==> config.mk <==
export PLATFORM = sky130hd
export DESIGN_NAME = nsos_ctrl
export DESIGN_NICKNAME = d
export VERILOG_FILES = /design/src/rtl/nsos_pkg.sv /design/src/rtl/nsos_ctrl.sv
export VERILOG_INCLUDE_DIRS = /design/src /design/src/rtl
export SDC_FILE = /design/constraint.sdc
export NUM_CORES = 1
export LEC_CHECK = 0
export ABC_AREA = 0
export BUFFER_PORTS_ARGS = -buffer_cell sky130_fd_sc_hd__buf_2
export CORE_AREA = 2 2 39 41
export DETAILED_ROUTE_END_ITERATION = 10
export DIE_AREA = 0 0 41 43
export GPL_TIMING_DRIVEN = 0
export PLACE_DENSITY_LB_ADDON = 0.2
export SKIP_LAST_GASP = 1
export SYNTH_ARGS = -nofsm -noshare
export SYNTH_HDL_FRONTEND = slang
export SYNTH_SLANG_ARGS = --single-unit
==> constraint.sdc <==
create_clock -name clk_i -period 1.8 [get_ports clk_i]
set_clock_uncertainty 0.05 [all_clocks]
set_input_delay 0.18 -clock clk_i [delete_from_list [all_inputs] [get_ports clk_i]]
set_output_delay 0.18 -clock clk_i [all_outputs]
set_load 0.005 [all_outputs]
==> src/rtl/assert_macros.svh <==
// Assertion macros shared by the RTL modules of the substring search block.
// Expects clk_i and rst_ni in the scope of each use.
`ifndef ASSERT_MACROS_SVH
`define ASSERT_MACROS_SVH
`ifndef SYNTHESIS
`define NSOS_ASSERT(lbl, prop, msg) \
  lbl: assert property (@(posedge clk_i) disable iff (!rst_ni) (prop)) else $error(msg);
`define NSOS_NEVER(lbl, expr, msg) \
  lbl: assert property (@(posedge clk_i) disable iff (!rst_ni) !(expr)) else $error(msg);
`else
`define NSOS_ASSERT(lbl, prop, msg)
`define NSOS_NEVER(lbl, expr, msg)
`endif
`endif

==> src/rtl/nsos_pkg.sv <==
// Types and constants of the substring search block.
// Used by the controller, the datapath and the top level.
`default_nettype none

package nsos_pkg;

  localparam int unsigned HAY_MAX    = 1024;
  localparam int unsigned NEEDLE_MAX = 16;
  localparam int unsigned ADDR_W     = $clog2(HAY_MAX);
  localparam int unsigned LEN_W      = $clog2(HAY_MAX + 1);
  localparam int unsigned POS_W      = 11;
  localparam int unsigned FIELD_W    = 12;
  localparam int unsigned NORM_W     = 14;
  localparam int unsigned NLEN_W     = 5;
  localparam int unsigned FILL_W     = $clog2(NEEDLE_MAX + 1);
  localparam int unsigned NIDX_W     = $clog2(NEEDLE_MAX);
  localparam int unsigned CFG_W      = 64;
  localparam int unsigned CFG_IDX_W  = 2;

  localparam logic [CFG_IDX_W-1:0] REG_NEEDLE_LOW  = 2'd0;
  localparam logic [CFG_IDX_W-1:0] REG_NEEDLE_HIGH = 2'd1;
  localparam logic [CFG_IDX_W-1:0] REG_NEEDLE_LEN  = 2'd2;

  localparam logic [1:0] MODE_CLEAR  = 2'd0;
  localparam logic [1:0] MODE_APPEND = 2'd1;
  localparam logic [1:0] MODE_SEARCH = 2'd2;

  typedef struct packed {
    logic [1:0]                mode;
    logic [7:0]                data_byte;
    logic signed [FIELD_W-1:0] start_pos;
    logic signed [FIELD_W-1:0] span_len;
    logic signed [FIELD_W-1:0] occurrence;
  } in_t;

  typedef struct packed {
    logic [POS_W-1:0] position;
    logic             status;
  } out_t;

  typedef struct packed {
    logic clear;
    logic append;
    logic latch;
    logic norm1;
    logic norm2;
    logic setup;
    logic scan;
    logic out_load;
  } cmd_t;

  typedef struct packed {
    logic found;
    logic exhausted;
  } status_t;

endpackage

`default_nettype wire

==> src/rtl/nsos_ctrl.sv <==
// Sequencing controller of the substring search block.
// Depends on nsos_pkg and assert_macros.svh.
`default_nettype none
`include "assert_macros.svh"

module nsos_ctrl (
  input  wire logic              clk_i,
  input  wire logic              rst_ni,
  input  wire logic              in_valid_i,
  output      logic              in_stall_o,
  input  wire logic [1:0]        in_mode_i,
  output      logic              out_valid_o,
  input  wire logic              out_stall_i,
  output      nsos_pkg::cmd_t    cmd_o,
  input  wire nsos_pkg::status_t status_i
);

  import nsos_pkg::*;

  typedef enum logic [2:0] {
    S_IDLE,
    S_NORM1,
    S_NORM2,
    S_SETUP,
    S_SCAN,
    S_DONE
  } state_e;

  state_e state_q, state_d;
  logic   out_valid_q, out_valid_d;
  logic   accept;
  logic   out_free;

  assign in_stall_o  = (state_q != S_IDLE);
  assign accept      = in_valid_i && (state_q == S_IDLE);
  assign out_free    = !out_valid_q || !out_stall_i;
  assign out_valid_o = out_valid_q;

  always_comb begin
    cmd_o          = '0;
    cmd_o.norm1    = (state_q == S_NORM1);
    cmd_o.norm2    = (state_q == S_NORM2);
    cmd_o.setup    = (state_q == S_SETUP);
    cmd_o.scan     = (state_q == S_SCAN);
    cmd_o.out_load = (state_q == S_DONE) && out_free;
    if (accept) begin
      case (in_mode_i)
        MODE_CLEAR:  cmd_o.clear  = 1'b1;
        MODE_APPEND: cmd_o.append = 1'b1;
        MODE_SEARCH: cmd_o.latch  = 1'b1;
        default:     ;
      endcase
    end
  end

  always_comb begin
    state_d     = state_q;
    out_valid_d = out_valid_q;
    if (out_valid_q && !out_stall_i) begin
      out_valid_d = 1'b0;
    end
    case (state_q)
      S_IDLE: begin
        if (cmd_o.latch) begin
          state_d = S_NORM1;
        end
      end
      S_NORM1: state_d = S_NORM2;
      S_NORM2: state_d = S_SETUP;
      S_SETUP: state_d = S_SCAN;
      S_SCAN: begin
        if (status_i.found || status_i.exhausted) begin
          state_d = S_DONE;
        end
      end
      S_DONE: begin
        if (out_free) begin
          out_valid_d = 1'b1;
          state_d     = S_IDLE;
        end
      end
      default: state_d = S_IDLE;
    endcase
  end

  always_ff @(posedge clk_i or negedge rst_ni) begin
    if (!rst_ni) begin
      state_q     <= S_IDLE;
      out_valid_q <= 1'b0;
    end else begin
      state_q     <= state_d;
      out_valid_q <= out_valid_d;
    end
  end

  `NSOS_ASSERT(a_out_from_done, $rose(out_valid_q) |-> $past(state_q == S_DONE), "result without search")
  `NSOS_ASSERT(a_scan_exit, (state_q == S_SCAN) |=> (state_q == S_SCAN || state_q == S_DONE), "bad scan exit")
  `NSOS_ASSERT(a_done_leave, (state_q == S_DONE && out_free) |=> (state_q == S_IDLE && out_valid_q), "result lost")

endmodule

`default_nettype wire

==> summary.md <==
| Metric | Value |
|---|---|
| Status | completed |
| Width of the die | 41 µm |
| Fin util | 27.58% |
| Layout cell share with drive strength beyond 1 | 52.08% |
| Post-CTS sizing | 0 |
| Hold Violations, Final | 0 |
| Drt pass-1 iters | 2 |
| Detail Placement HPWL | 459.3 µm |
| Post-synth cell types | 17 |
| Final setup viols | 0 |
| IO Count | 18 |
| Iter 0 DRT Violations | 4 |
| # rows | 14 |
| Nets | 58 |
| Slew headroom | a little over four fifths |
| Tmin final | 1.554 ns |
| Pwr Total | 527.8 µW |
| PnR worst setup slack | 0.2461 ns |
| H-tree levels | 1 |
| CTS sink count | 4 |
| Clock Tree Buf Depth | 2 |
| Setup crit start kind | register |
| CP arrival | 1.32 ns |
| Max Cap Viol | 0 |
| Worst-path maximum fanout | 8 |
| GRT Total Usage | 7.754% |
| Inst Count DP | 60 |
| Clock tree from TritonCTS | built |
| Post-Syn Area | around 240 µm² |
| Via/cell ratio | roughly 4.1 |
| Worst hold-check path type | input port to register |
| GR Overflow Total | 0 |
| Sequential share of the synthesized area | about two fifths |
| Routed Antenna Nets | 0 |
| Worst Tran Pin Value | about 0.25 ns |
| Final hold slack | 0.1331 ns |
| Reg2reg setup slack | 0.70 ns |
| Commonest cells after routing, fill and taps aside | buf_2 (17), dfrtp_1 (4), nand2_1 (3), clkbuf_4 (3) |
| Die H | 43 µm |
| Number of global-route vias before repair | between 200 and 300 |
| GP Congestion | 0.6732 |
| DRC | 0 |
| Clock transition at path regs | 0.04 ns |
| Syn_nets | 35 |
| Largest family of logic cells by synthesized area | simple AND/OR/NAND/NOR gates |
| Area of the multi-input gates | approximately 140 µm² |
| Dpl cell area | 349.1 µm² |
| Largest net degree at the start of global routing | 9 |
| Placeable core region | 1384 µm² |
| Routed wire length | 560 µm |
| Simple-gate share of the synthesized area | 47.18% |
| Post-synthesis compound-gate area fraction | 11.79% |
| Routed len/inst | 8.750 µm |
| #FFs+latches synth | 4 |
| FF+latch area | 100.1 µm² |
| RSZ-0062 raised after global routing | false |
| Root buffer cell | clkbuf_4 |
| Mux contribution to synthesized area | 0% |
| CP Capture Type | primary output |
| Mapped Avg Cell Area | 9.036 µm² |
| Achievable Freq | 643.5 MHz |
| Worst-Skew Late Latency | 0.23 ns |
| Initial antenna violation count | 0 |
| Layout Cells excl Fill | 64 |
| Final instance area | between 300 and 400 µm² |
| Leakage | about 0.21 nW |
| Xor-xnor portion of the synthesized cell area | 0% |
| First-pass GRT wire length | 931 µm |
| VDD IR max | 421.4 µV |
| Initial Utilization | 17.63% |
| Post-synthesis cell count | 27 |
| Ys Warns | 0 |
| Pwr per Cell Area | 1383 nW/µm² |
| Vias | 265 |
| Pre-CTS WS | 0.4857 ns |
| Max Slew Vio Count | 0 |
| Num CTS Buffers | 3 |
| Worst path cell trace | nor2_2 > nand3b_1 > nor3b_1 > buf_2 |
| Die area | about 1800 µm² |
| Fill count | 153 |
| Crit share post-route | a little under nine tenths |
| ANT cells | 0 |
| CP required | 1.57 ns |
| Setup_tns | 0 ns |
| Most common cell after layout, fill and taps aside | buf_2 |
| Post-Synth Adder-Cell Area | 0% |
| CP max stage cell | dfrtp_1 |
| Crit-path max cell delay | 0.45 ns |
| Worst Setup Path Type | register to primary output |
| PortBufs | 17 |
| Synthesis-to-finish area growth | 56.41% |
-- report_power, final --
group | leakage, nW | internal (mW) | switching (mW) | total, mW
combinational | 0.142 | 0.135 | 0.0958 | 0.231
sequential | 0.0523 | 0.127 | 0.0640 | 0.191
clock | 0.0138 | 0.0742 | 0.0314 | 0.106
total | 0.208 | 0.337 | 0.191 | 0.528
-- routing by layer --
layer  vias to the layer above  GRT usage [%]  routed length, µm
met5                         -              0                  0
met4                         0          4.000                  0
met3                         0          3.141                 58
met2                        15          10.63                240
met1                       108          10.06                261
li1                        142              -                  -
-- path summary, 6_finish.rpt --
path	start	endpoint	depth (start not counted)
worst min-delay path	out_stall_i	out_valid_o$_DFF_PN0_	3
min in group asynchronous	rst_ni	out_valid_o$_DFF_PN0_	2
worst max register to register	state_q[0]$_DFFE_PN0P_	state_q[1]$_DFFE_PN0P_	3
worst max-delay path	state_q[0]$_DFFE_PN0P_	cmd_o[6]	4
worst min register to register	out_valid_o$_DFF_PN0_	out_valid_o$_DFF_PN0_	2
max in group asynchronous	rst_ni	state_q[0]$_DFFE_PN0P_	2
-- synthesized netlist by cell type (all sizes together) --
cell	instances	area [µm²]
dfrtp	4	100.1
o21ai	3	15.01
a21oi	1	5.000
nor2	3	13.77
nor3b	3	27.52
or3	1	7.510
nor3	2	10.01
and2	1	8.760
or2	1	6.260
a21o	1	8.760
nand2b	1	6.260
nand3b	2	15.01
and3b	1	8.760
nand2	3	11.26
-- area by class of cell --
cell class,count,area share [%]
multi-input cells,23,37.70
flip-flops and latches,4,26.23
repair buffers,18,24.92
clock buffers,3,5.902
well taps,16,5.246
-- flip-flops by register name, indices dropped and copies added (netlist names) --
register and count:
state_q 3, out_valid_o 1
-- critical path: cells and delay by family, from the launching register on --
family | cells | cell delay [ns]
flops | 1 | 0.45
buf+inv | 1 | 0.14
simple gates | 3 | 0.51
-- kinds of logic (layout without fill, tap and decap cells) --
group                  Yosys count  count (layout)
AND/OR/NAND/NOR                 18              18
AO/OA/AOI/OAI                    5               5
flip-flops                       4               4
buffers and inverters            0              21
-- repair_timing --
action	4_1_cts	5_1_grt
endpoints found under the hold margin	4	0
hold buffers	1	0
buffers inserted	0	0
Power figures use the tool's default switching activity.
